`src/rtl/core/prqs_pkg.sv`:
```
// ============================================================================
// prqs_pkg
// Shared types and constants of the priority ready queue scheduler.
// ============================================================================
package prqs_pkg;

    localparam int QUEUE_DEPTH = 16;
    localparam int FILL_W      = $clog2(QUEUE_DEPTH + 1);
    localparam int ID_W        = 8;
    localparam int PRI_W       = 4;
    localparam int COUNT_W     = 5;
    localparam int STATUS_W    = 2;
    localparam int CMD_W       = 2;

    localparam logic [CMD_W-1:0] CMD_CREATE    = 2'd0;
    localparam logic [CMD_W-1:0] CMD_YIELD     = 2'd1;
    localparam logic [CMD_W-1:0] CMD_TERMINATE = 2'd2;

    localparam logic [STATUS_W-1:0] STATUS_OK    = 2'd0;
    localparam logic [STATUS_W-1:0] STATUS_FULL  = 2'd1;
    localparam logic [STATUS_W-1:0] STATUS_NORUN = 2'd2;

    localparam logic [ID_W-1:0]  MAIN_ID       = 8'd0;
    localparam logic [PRI_W-1:0] MAIN_PRIORITY = 4'd1;

    typedef enum logic [1:0] {
        OP_HOLD   = 2'd0,
        OP_INSERT = 2'd1,
        OP_SHIFT  = 2'd2
    } cell_op_t;

    typedef struct packed {
        cell_op_t          op;
        logic [ID_W-1:0]   id;
        logic [PRI_W-1:0]  pri;
    } cell_cmd_t;

endpackage

```
`src/rtl/core/prqs_cell.sv`:
```
// ============================================================================
// prqs_cell
// One slot of the sorted ready queue; holds an id and its priority.
// ============================================================================
module prqs_cell (
    input  logic                        clk,
    input  prqs_pkg::cell_cmd_t         cmd,
    input  logic                        occupied,
    input  logic                        prev_le,
    input  logic [prqs_pkg::ID_W-1:0]   prev_id,
    input  logic [prqs_pkg::PRI_W-1:0]  prev_pri,
    input  logic [prqs_pkg::ID_W-1:0]   next_id,
    input  logic [prqs_pkg::PRI_W-1:0]  next_pri,
    output logic                        le,
    output logic [prqs_pkg::ID_W-1:0]   id,
    output logic [prqs_pkg::PRI_W-1:0]  pri
);

    logic [prqs_pkg::ID_W-1:0]  id_reg;
    logic [prqs_pkg::ID_W-1:0]  id_next;
    logic [prqs_pkg::PRI_W-1:0] pri_reg;
    logic [prqs_pkg::PRI_W-1:0] pri_next;

    // An occupied slot whose priority is not above the new one keeps its place.
    assign le  = occupied && (pri_reg <= cmd.pri);
    assign id  = id_reg;
    assign pri = pri_reg;

    always_comb
    begin
        id_next  = id_reg;
        pri_next = pri_reg;
        unique case (cmd.op)
            prqs_pkg::OP_INSERT:
            begin
                if (!le)
                begin
                    if (prev_le)
                    begin
                        id_next  = cmd.id;
                        pri_next = cmd.pri;
                    end
                    else
                    begin
                        id_next  = prev_id;
                        pri_next = prev_pri;
                    end
                end
            end
            prqs_pkg::OP_SHIFT:
            begin
                id_next  = next_id;
                pri_next = next_pri;
            end
            default:
            begin
                id_next  = id_reg;
                pri_next = pri_reg;
            end
        endcase
    end

    always_ff @(posedge clk)
    begin
        id_reg  <= id_next;
        pri_reg <= pri_next;
    end

endmodule

```
`src/rtl/core/priority_ready_queue_scheduler_top.sv`:
```
// ============================================================================
// priority_ready_queue_scheduler_top
// Running thread plus a priority-sorted ready queue built as a row of cells.
// ============================================================================
// Create, terminate, failed and unused commands, and a yield on an empty
// queue, have their result registered at the accepting edge. A yield that
// swaps threads passes through ST_REQUEUE: the queue shifts out its head,
// then the old thread is inserted. One command is in flight at a time.
// Reset starts the main thread (id 0, priority 1) with an empty queue.
module priority_ready_queue_scheduler_top (
    input  logic        clk,
    input  logic        rst_n,
    input  logic        s_tvalid,
    output logic        s_tready,
    input  logic [15:0] s_tdata,   // create_id[7:0], priority_req[11:8], zero fill
    input  logic [1:0]  s_tuser,   // cmd[1:0]
    output logic        m_tvalid,
    input  logic        m_tready,
    output logic [15:0] m_tdata    // running_id[7:0], running_valid[8],
                                   // ready_count[13:9], status[15:14]
);

    localparam int DEPTH = prqs_pkg::QUEUE_DEPTH;
    localparam int FW    = prqs_pkg::FILL_W;

    typedef enum logic [1:0] {
        ST_IDLE    = 2'b01,
        ST_REQUEUE = 2'b10
    } state_t;

    state_t                      state_reg, state_next;
    logic [FW-1:0]               fill_reg, fill_next;
    logic [prqs_pkg::ID_W-1:0]   run_id_reg, run_id_next;
    logic [prqs_pkg::PRI_W-1:0]  run_pri_reg, run_pri_next;
    logic                        run_valid_reg, run_valid_next;
    logic [prqs_pkg::ID_W-1:0]   pend_id_reg, pend_id_next;
    logic [prqs_pkg::PRI_W-1:0]  pend_pri_reg, pend_pri_next;
    logic                        out_valid_reg;
    logic [15:0]                 out_data_reg;

    prqs_pkg::cell_cmd_t             cell_cmd;
    logic [prqs_pkg::STATUS_W-1:0]   status;
    logic                            res_load;
    logic                            accept;
    logic [FW+prqs_pkg::COUNT_W-1:0] count_ext;
    logic [prqs_pkg::ID_W-1:0]       shown_id;

    logic [prqs_pkg::ID_W-1:0]  cell_id  [DEPTH];
    logic [prqs_pkg::PRI_W-1:0] cell_pri [DEPTH];
    logic                       cell_le  [DEPTH];

    genvar g;
    generate
        for (g = 0; g < DEPTH; g++)
        begin : g_cell
            logic                       occ;
            logic                       p_le;
            logic [prqs_pkg::ID_W-1:0]  p_id;
            logic [prqs_pkg::PRI_W-1:0] p_pri;
            logic [prqs_pkg::ID_W-1:0]  n_id;
            logic [prqs_pkg::PRI_W-1:0] n_pri;

            assign occ = fill_reg > FW'(g);

            if (g == 0)
            begin : g_first
                assign p_le  = 1'b0;
                assign p_id  = cell_cmd.id;
                assign p_pri = cell_cmd.pri;
            end
            else
            begin : g_mid
                assign p_le  = cell_le[g-1];
                assign p_id  = cell_id[g-1];
                assign p_pri = cell_pri[g-1];
            end

            if (g == DEPTH - 1)
            begin : g_last
                assign n_id  = cell_id[g];
                assign n_pri = cell_pri[g];
            end
            else
            begin : g_inner
                assign n_id  = cell_id[g+1];
                assign n_pri = cell_pri[g+1];
            end

            prqs_cell u_cell (
                .clk      (clk),
                .cmd      (cell_cmd),
                .occupied (occ),
                .prev_le  (p_le),
                .prev_id  (p_id),
                .prev_pri (p_pri),
                .next_id  (n_id),
                .next_pri (n_pri),
                .le       (cell_le[g]),
                .id       (cell_id[g]),
                .pri      (cell_pri[g])
            );
        end
    endgenerate

    assign s_tready = (state_reg == ST_IDLE) && (!out_valid_reg || m_tready);
    assign accept   = s_tvalid && s_tready;

    always_comb
    begin
        state_next     = state_reg;
        fill_next      = fill_reg;
        run_id_next    = run_id_reg;
        run_pri_next   = run_pri_reg;
        run_valid_next = run_valid_reg;
        pend_id_next   = pend_id_reg;
        pend_pri_next  = pend_pri_reg;
        status         = prqs_pkg::STATUS_OK;
        res_load       = 1'b0;
        cell_cmd.op    = prqs_pkg::OP_HOLD;
        cell_cmd.id    = s_tdata[7:0];
        cell_cmd.pri   = s_tdata[11:8];

        unique case (state_reg)
            ST_IDLE:
            begin
                if (accept)
                begin
                    res_load = 1'b1;
                    unique case (s_tuser)
                        prqs_pkg::CMD_CREATE:
                        begin
                            if (fill_reg == FW'(DEPTH))
                            begin
                                status = prqs_pkg::STATUS_FULL;
                            end
                            else
                            begin
                                cell_cmd.op = prqs_pkg::OP_INSERT;
                                fill_next   = fill_reg + 1'b1;
                            end
                        end
                        prqs_pkg::CMD_YIELD:
                        begin
                            if (!run_valid_reg)
                            begin
                                status = prqs_pkg::STATUS_NORUN;
                            end
                            else if (fill_reg != '0)
                            begin
                                cell_cmd.op   = prqs_pkg::OP_SHIFT;
                                fill_next     = fill_reg - 1'b1;
                                run_id_next   = cell_id[0];
                                run_pri_next  = cell_pri[0];
                                pend_id_next  = run_id_reg;
                                pend_pri_next = run_pri_reg;
                                res_load      = 1'b0;
                                state_next    = ST_REQUEUE;
                            end
                        end
                        prqs_pkg::CMD_TERMINATE:
                        begin
                            if (!run_valid_reg)
                            begin
                                status = prqs_pkg::STATUS_NORUN;
                            end
                            else if (fill_reg != '0)
                            begin
                                cell_cmd.op  = prqs_pkg::OP_SHIFT;
                                fill_next    = fill_reg - 1'b1;
                                run_id_next  = cell_id[0];
                                run_pri_next = cell_pri[0];
                            end
                            else
                            begin
                                run_valid_next = 1'b0;
                                run_id_next    = '0;
                                run_pri_next   = '0;
                            end
                        end
                        default:
                        begin
                            status = prqs_pkg::STATUS_OK;
                        end
                    endcase
                end
            end
            ST_REQUEUE:
            begin
                cell_cmd.op  = prqs_pkg::OP_INSERT;
                cell_cmd.id  = pend_id_reg;
                cell_cmd.pri = pend_pri_reg;
                fill_next    = fill_reg + 1'b1;
                res_load     = 1'b1;
                state_next   = ST_IDLE;
            end
            default:
            begin
                state_next = ST_IDLE;
            end
        endcase
    end

    assign count_ext = (FW + prqs_pkg::COUNT_W)'(fill_next);
    assign shown_id  = run_valid_next ? run_id_next : '0;

    always_ff @(posedge clk or negedge rst_n)
    begin
        if (!rst_n)
        begin
            state_reg     <= ST_IDLE;
            fill_reg      <= '0;
            run_id_reg    <= prqs_pkg::MAIN_ID;
            run_pri_reg   <= prqs_pkg::MAIN_PRIORITY;
            run_valid_reg <= 1'b1;
            out_valid_reg <= 1'b0;
        end
        else
        begin
            state_reg     <= state_next;
            fill_reg      <= fill_next;
            run_id_reg    <= run_id_next;
            run_pri_reg   <= run_pri_next;
            run_valid_reg <= run_valid_next;
            if (res_load)
            begin
                out_valid_reg <= 1'b1;
            end
            else if (m_tready)
            begin
                out_valid_reg <= 1'b0;
            end
        end
    end

    always_ff @(posedge clk)
    begin
        pend_id_reg  <= pend_id_next;
        pend_pri_reg <= pend_pri_next;
        if (res_load)
        begin
            out_data_reg <= {status, count_ext[prqs_pkg::COUNT_W-1:0],
                             run_valid_next, shown_id};
        end
    end

    assign m_tvalid = out_valid_reg;
    assign m_tdata  = out_data_reg;

endmodule

```
`config.mk`:
```
export PLATFORM = sky130hd
export DESIGN_NAME = priority_ready_queue_scheduler_top
export DESIGN_NICKNAME = d
export VERILOG_FILES = /design/src/rtl/core/prqs_pkg.sv /design/src/rtl/core/prqs_cell.sv /design/src/rtl/core/priority_ready_queue_scheduler_top.sv
export SDC_FILE = /design/constraint.sdc
export NUM_CORES = 1
export LEC_CHECK = 0
export ABC_CLOCK_PERIOD_IN_PS = 17210
export BUFFER_PORTS_ARGS = -buffer_cell sky130_fd_sc_hd__buf_2
export CAP_MARGIN = 20
export CORE_ASPECT_RATIO = 1.25
export CORE_MARGIN = 3
export CORE_UTILIZATION = 30
export DETAILED_ROUTE_END_ITERATION = 6
export PLACE_DENSITY = 0.41
export SYNTH_ARGS = -nofsm -noshare
export SYNTH_HDL_FRONTEND = slang
export SYNTH_HIERARCHICAL = 1
export SYNTH_SLANG_ARGS = --single-unit
export TNS_END_PERCENT = 1
```
`constraint.sdc`:
```
create_clock -name clk -period 17.21 [get_ports clk]
set_clock_uncertainty 0.2 [all_clocks]
set_input_delay 3.442 -clock clk [delete_from_list [all_inputs] [get_ports clk]]
set_output_delay 3.442 -clock clk [all_outputs]
set_load 0.01 [all_outputs]
```
==> results of run 1 <==
power by group:
group | leakage (nW) | switching (mW) | internal [mW] | total [mW]
sequential | 2.28 | 0.107 | 0.868 | 0.975
combinational | 3.34 | 0.545 | 0.371 | 0.916
clock | 0.501 | 0.261 | 0.386 | 0.648
layout make-up:
type	count	area, um2	share of cell area (%)
clock inverter	17	164	0.959
timing repair buffer	73	460	2.69
sequential	241	7140	41.7
tap	658	823	4.82
clock buffer	40	840	4.91
multi-input combinational	972	7340	42.9
inverter	90	338	1.98
layer usage:
| layer | GRT usage, % | part of all wire (%) |
|---|---|---|
| met5 | 0 | 0 |
| met4 | 3.65 | 1.8 |
| met1 | 19.3 | 43 |
| met2 | 29.3 | 53 |
| met3 | 1.49 | 2.0 |
per-stage QoR:
step	hold WS (ns)	instance area, um2
2_1_floorplan	0.225	15300
3_3_place_gp	0.245	16100
3_5_place_dp	0.240	16100
4_1_cts	0.255	17100
5_1_grt	0.268	17100
6_report	0.252	17100
worst min-delay path by stage:
stage	from	to	slack, ns	depth (start not counted)
after detailed placement	run_pri_reg[3]	pend_pri_reg[3]	0.24	0
after global placement	run_pri_reg[3]	pend_pri_reg[3]	0.24	0
final	run_pri_reg[3]	pend_pri_reg[3]	0.25	0
after CTS	run_pri_reg[3]	pend_pri_reg[3]	0.26	0
after global routing	run_pri_reg[1]	pend_pri_reg[1]	0.27	0
after floorplan	run_pri_reg[1]	pend_pri_reg[1]	0.22	0
==> impl_summary.txt, run 1 <==
----------------------------------------------------
[Clocking]
  CTS H-Tree Depth ... 1
  Number of buffers between clock root and the deepest sink ... 3
  Clock net sink count ... 241
  Clock-pin slew reported for the worst setup and hold paths after clock tree synthesis ... 0.06 ns
  Clock latency reported for the late side of the worst-skew pair ... 0.58 ns
  TritonCTS clock tree ... done
  Buffers inserted during post-CTS setup optimization ... 0
  Clk Tree Root Cell ... sky130_fd_sc_hd__clkbuf_16
  Number of buffers created by CTS ... 31
  Total of hold buffers inserted after clock tree synthesis ... 0
  Post-cts sizing count ... 0

[Critical path]
  Capture point of the worst reg-to-reg path ... g_cell[14].u_cell/id[2]
  Crit Reg-Reg Startpoint ... state_reg[0]
  Worst EP arrival ... 4.04 ns
  Worst endpoint required time ... 13.57 ns
  Number of buffer and inverter stages on the critical path ... 2
  Destination of the critical timing path ... s_tready
  Critical path class ... in2out
  Crit path depth ... 4
  Maximum fanout along the worst path ... 5
  CP Launch Type ... primary input
  Crit path max-delay family ... simple AND/OR/NAND/NOR gates
  Longest individual stage delay on the worst path ... 0.19 ns
  Slowest cell on the critical path ... sky130_fd_sc_hd__nand2b_1
  Most used cell along the critical path ... sky130_fd_sc_hd__buf_2
  Register-to-Register Setup Slack ... 12.38 ns
  Worst Reg-to-Reg Cells ... 8
  Worst setup path start ... m_tready
  Capturing element type of the critical path ... output pin
  Critical path cell sequence ... buf_2, nand2b_1, and2_1, buf_2

[Timing]
  Final cycle utilization of the critical path ... 44.6%
  Crit path time final ... 7.68 ns
  RSZ-0062 raised after global routing ... false
  Final count of negative-setup-slack endpoints ... 0
  Pin slew with the least headroom to its limit ... 0.985 ns
  Max Fclk ... 130 MHz
  Final total negative setup slack ... 0 ns
  Slew Viols, Final ... 0
  Least setup slack across all paths after layout ... 9.53 ns
  Normalized max-slew margin ... 34.2%
  Final Hold Vio Count ... 0

[Cells and area]
  Count of antenna diodes in the layout ... 0
  Most common cell after layout, fill and taps aside ... sky130_fd_sc_hd__nand2_1
  Number of flip-flops under the largest register name ... 128
  Ratio of cells with drive above 1 in the final layout ... 20.4%
  Fillers ... 5122
  Layout area overhead ... 11.5%
  Final core utilization ... 33.8%
  Post-layout instance count excluding filler cells ... 2091
  # nets final ... 1507
  Most frequent cells in the layout ... 232 x sky130_fd_sc_hd__nand2_1, 220 x sky130_fd_sc_hd__edfxtp_1, 192 x sky130_fd_sc_hd__mux2i_1, 129 x sky130_fd_sc_hd__o21ai_2, 89 x sky130_fd_sc_hd__inv_1

[Placement]
  Count of buffers from port buffering ... 35
  DP Wirelength ... 29700 um
  Global placement routability congestion ... 0.731
  Cell count after placement ... 2034
  Minimum setup slack after placement ... 9.40 ns

[Routing]
  Detailed Route Iter0 Violations ... 532
  Total number of vias ... 10.3k
  Via/cell ratio ... 4.93
  Residual antenna-violating net count after detailed routing ... 0
  DRC errors left ... 0
  Routed WL ... 42400 um
  Detailed Routing Iterations Pass 1 ... 6
  Avg WL per Cell ... 20.3 um

[Floorplan]
  Number of top-level pins ... 40
  Initial core utilization ... 30.3%
  Floorplan die area ... 0.0539 mm2
  Site Rows ... 92
  Core footprint ... 0.0505 mm2
  Die height ... 259 um
  Die width ... 208 um

[Global routing]
  Largest net degree at the start of global routing ... 37
  All-Layer GR Usage ... 15.6%
  Via count of the first global-routing pass ... 10.9k
  Number of antenna violations at the first check in global routing ... 1
  Global-route wire length before repair ... 66100 um
  GRT overflow ... 0

[Min path]
  Path class of the lowest-slack min-delay path ... reg2reg

[Synth]
  Ys Warns ... 6
  Average cell area after synthesis ... 11.3 um2
  Mapped Cells ... 1361
  Post-synthesis instance area ... 0.0153 mm2

[Power]
  Ratio of total power to cell area ... 148 mW/mm2
  Worst vdd rail ir drop ... 0.0741 mV
  Final Power ... 2.54 mW
  Leakage power figure ... 6.12 nW

[Run]
  Maximum Capacitance Violations ... 0

[Outcome]
  Run status ... completed

----------------------------------------------------
No activity file was read; power rests on OpenSTA's default activity.
==> run 2: changes to the inputs <==
--- a/config.mk
+++ b/config.mk
@@ -5,7 +5,7 @@
 export SDC_FILE = /design/constraint.sdc
 export NUM_CORES = 1
 export LEC_CHECK = 0
-export ABC_CLOCK_PERIOD_IN_PS = 17210
+export ABC_CLOCK_PERIOD_IN_PS = 7200
 export BUFFER_PORTS_ARGS = -buffer_cell sky130_fd_sc_hd__buf_2
 export CAP_MARGIN = 20
 export CORE_ASPECT_RATIO = 1.25
==> constraint.sdc (replaced) <==
create_clock -name clk -period 7.2 [get_ports clk]
set_clock_uncertainty 0.2 [all_clocks]
set_input_delay 1.44 -clock clk [delete_from_list [all_inputs] [get_ports clk]]
set_output_delay 1.44 -clock clk [all_outputs]
set_load 0.01 [all_outputs]
==> run 2 against run 1 <==
Net effect: count of clock-buffer cells in the layout shrank 5; global-route usage grew 0.28 points; non-clock buffer count increased by 1; sequential cell count is the same; core utilization decreased by 0.14 points; critical path depth grew 6; combinational power increased by 140%; final cell count hardly changed; first-iteration DRC count increased by 0.56%; wire length up 1.7%; design area decreased by 0.42%; setup slack got worse by 6.8 ns.
==> impl_summary.txt, run 2 (same netlist as run 1, synthesis figures left out) <==
----------------------------------------------------
[Global routing]
  Met1 track utilization from global routing ... 19.8% (+0.45 points)
  Met3 track utilization from global routing ... 1.72% (+0.23 points)
  Largest net degree at the start of global routing ... 35 (-5.4%)
  Most crowded layer after global routing ... met2
  Grt met2 use ... 29.4% (+0.046 points)
  Via count of the first global-routing pass ... 11.0k (+1.3%)
  All-Layer GR Usage ... 15.9% (+0.28 points)
  Global-route wire length before repair ... 66900 um (+1.1%)
  Number of antenna violations at the first check in global routing ... 1 (unchanged)
  GRT overflow ... 0 (unchanged)

[Routing]
  DRC errors left ... 0 (unchanged)
  Detailed Route Iter0 Violations ... 535 (+0.56%)
  Residual antenna-violating net count after detailed routing ... 0 (unchanged)
  Total number of vias ... 10.3k (-0.049%)
  Avg WL per Cell ... 20.7 um (+1.8%)
  Via/cell ratio ... 4.93 (about the same)
  Detailed Routing Iterations Pass 1 ... 5 (-1)
  Routed WL ... 43100 um (+1.7%)

[Clocking]
  Number of buffers between clock root and the deepest sink ... 3 (unchanged)
  Post-cts sizing count ... 0 (unchanged)
  Clock net sink count ... 241 (unchanged)
  Clock latency reported for the late side of the worst-skew pair ... 0.58 ns (about the same)
  Clock-pin slew reported for the worst setup and hold paths after clock tree synthesis ... 0.07 ns (about the same)
  Number of buffers created by CTS ... 29 (-6.5%)
  Clk Tree Root Cell ... sky130_fd_sc_hd__clkbuf_16
  Buffers inserted during post-CTS setup optimization ... 0 (unchanged)
  TritonCTS clock tree ... done
  Total of hold buffers inserted after clock tree synthesis ... 0 (unchanged)
  CTS H-Tree Depth ... 1 (unchanged)

[Cells and area]
  Final core utilization ... 33.7% (-0.14 points)
  Post-layout instance count excluding filler cells ... 2089 (-0.096%)
  Number of flip-flops under the largest register name ... 128 (unchanged)
  Most common cell after layout, fill and taps aside ... sky130_fd_sc_hd__nand2_1
  Fillers ... 5144 (+0.43%)
  Final design instance area without fill ... 0.0170 mm2 (-0.42%)
  Layout area overhead ... 11.1%
  Seq. cell area ... 0.00714 mm2 (unchanged)
  Ratio of cells with drive above 1 in the final layout ... 20.0% (-0.45 points)
  Area used by multi-input combinational logic ... 0.00733 mm2 (about the same)
  # nets final ... 1506 (-0.066%)
  Most frequent cells in the layout ... 232 x sky130_fd_sc_hd__nand2_1, 220 x sky130_fd_sc_hd__edfxtp_1, 192 x sky130_fd_sc_hd__mux2i_1, 129 x sky130_fd_sc_hd__o21ai_2, 89 x sky130_fd_sc_hd__inv_1

[Timing]
  Pin slew with the least headroom to its limit ... 0.916 ns (-0.0683 ns)
  Final Hold Vio Count ... 0 (unchanged)
  Final cycle utilization of the critical path ... 61.6%
  RSZ-0062 raised after global routing ... false
  Normalized max-slew margin ... 38.8% (+4.6 points)
  Max Fclk ... 226 MHz
  Slew Viols, Final ... 0 (unchanged)
  Final total negative setup slack ... 0 ns (unchanged)
  Crit path time final ... 4.43 ns
  Hold slack ... 0.250 ns (-0.00238 ns)
  Final count of negative-setup-slack endpoints ... 0 (unchanged)

[Min path]
  Path class of the lowest-slack min-delay path ... reg2reg

[Placement]
  Count of buffers from port buffering ... 35 (unchanged)
  Cell count after placement ... 2035 (+0.049%)
  Placement-stage cell area ... 0.0161 mm2 (about the same)
  Global placement routability congestion ... 0.739 (+1.1%)
  DP Wirelength ... 30500 um (+2.8%)

[Floorplan]
  Number of top-level pins ... 40 (unchanged)
  Core footprint ... 0.0505 mm2 (unchanged)
  Floorplan die area ... 0.0539 mm2 (unchanged)
  Die height ... 259 um (unchanged)
  Die width ... 208 um (unchanged)
  Initial core utilization ... 30.3% (unchanged)
  Site Rows ... 92 (unchanged)

[Power]
  Reg power frac ... 38.9% (+0.5 points)
  Relative contribution of combinational cells to total power ... 36.7% (+0.6 points)
  Leakage power figure ... 6.08 nW (-0.74%)
  Switching Share ... 36.5% (+0.56 points)
  Switching pwr ... 2.19 mW (+140%)
  Ratio of total power to cell area ... 353 mW/mm2 (+140%)
  Worst vdd rail ir drop ... 0.192 mV (+160%)
  Share of power burned in the clock network ... 24.4% (-1.1 points)
  Internal Dissipation ... 3.81 mW (+130%)

[Critical path]
  Critical path class ... in2reg
  CP Launch Type ... primary input
  Worst endpoint required time ... 7.31 ns (-6.26 ns)
  Capturing element type of the critical path ... register
  Maximum fanout along the worst path ... 29 (+24)
  Worst EP arrival ... 4.54 ns (+0.50 ns)

[Outcome]
  Run status ... completed

[Run]
  Maximum Capacitance Violations ... 0 (unchanged)

----------------------------------------------------
==> run 2: cell count changes in the layout (fill, tap and decap cells not counted), moves of 2 or more <==
cell                        delta
sky130_fd_sc_hd__clkinv_1      +3
sky130_fd_sc_hd__clkinv_2      -3
sky130_fd_sc_hd__clkbuf_16     -2
sky130_fd_sc_hd__clkbuf_8      -3
==> run 2: layout make-up <==
| class | instances | share of cell area (%) |
|---|---|---|
| Inverter | 90 | 1.98 |
| Timing Repair Buffer | 74 | 2.82 |
| Clock buffer | 35 | 4.39 |
| Sequential cell | 241 | 41.9 |
| Tap cell | 658 | 4.84 |
| Antenna cell | 1 | 0.0147 |
| Multi-Input combinational cell | 972 | 43.1 |
| Clock inverter | 18 | 0.985 |
==> run 2: power by group through the flow <==
| stage | sequential (mW) | clock [mW] | combinational [mW] |
|---|---|---|---|
| after floorplan | 2.25 | 0 | 1.72 |
| after global placement | 2.37 | 0 | 2.21 |
| after detailed placement | 2.37 | 0 | 2.24 |
| after CTS | 2.35 | 1.52 | 2.24 |
| after global routing | 2.38 | 1.57 | 2.45 |
| final | 2.34 | 1.46 | 2.20 |
==> run 2: worst paths after layout <==
path | startpoint | to | slack [ns] | cells past startpoint
max in group asynchronous | rst_n | state_reg[0] | 5.80 | 1
max reg2reg | state_reg[0] | g_cell[10].u_cell/id[4] | 2.92 | 10
min | run_pri_reg[1] | pend_pri_reg[1] | 0.25 | 0
max | s_tuser[0] | g_cell[11].u_cell/id[1] | 2.77 | 10
min in group asynchronous | rst_n | run_id_reg[0] | 0.63 | 1
min reg2reg | run_pri_reg[1] | pend_pri_reg[1] | 0.25 | 0
==> run 2: stage by stage <==
step	worst slack, ns	total power, mW
after floorplan	0.298	3.97
after global placement	2.18	4.58
after detailed placement	2.19	4.61
after CTS	2.80	6.11
after global routing	2.54	6.40
final	2.77	6.00
==> run 2: per-layer routing <==
layer	up-vias	wire [um]
met5	-	0
met4	0	952
met3	53	1340
met2	120	22400
met1	5031	18500
li1	5096	-
==> run 2: critical path, cell delays in order <==
cell and delay, ns:
sky130_fd_sc_hd__buf_2 0.12, sky130_fd_sc_hd__ha_1 0.18, sky130_fd_sc_hd__nand4b_1 0.47, sky130_fd_sc_hd__o21bai_1 0.42, sky130_fd_sc_hd__nor2b_4 0.81, sky130_fd_sc_hd__buf_12 0.33, sky130_fd_sc_hd__nor2b_4 0.18, sky130_fd_sc_hd__o31ai_1 0.28
sky130_fd_sc_hd__a31oi_1 0.06, sky130_fd_sc_hd__buf_4 0.21
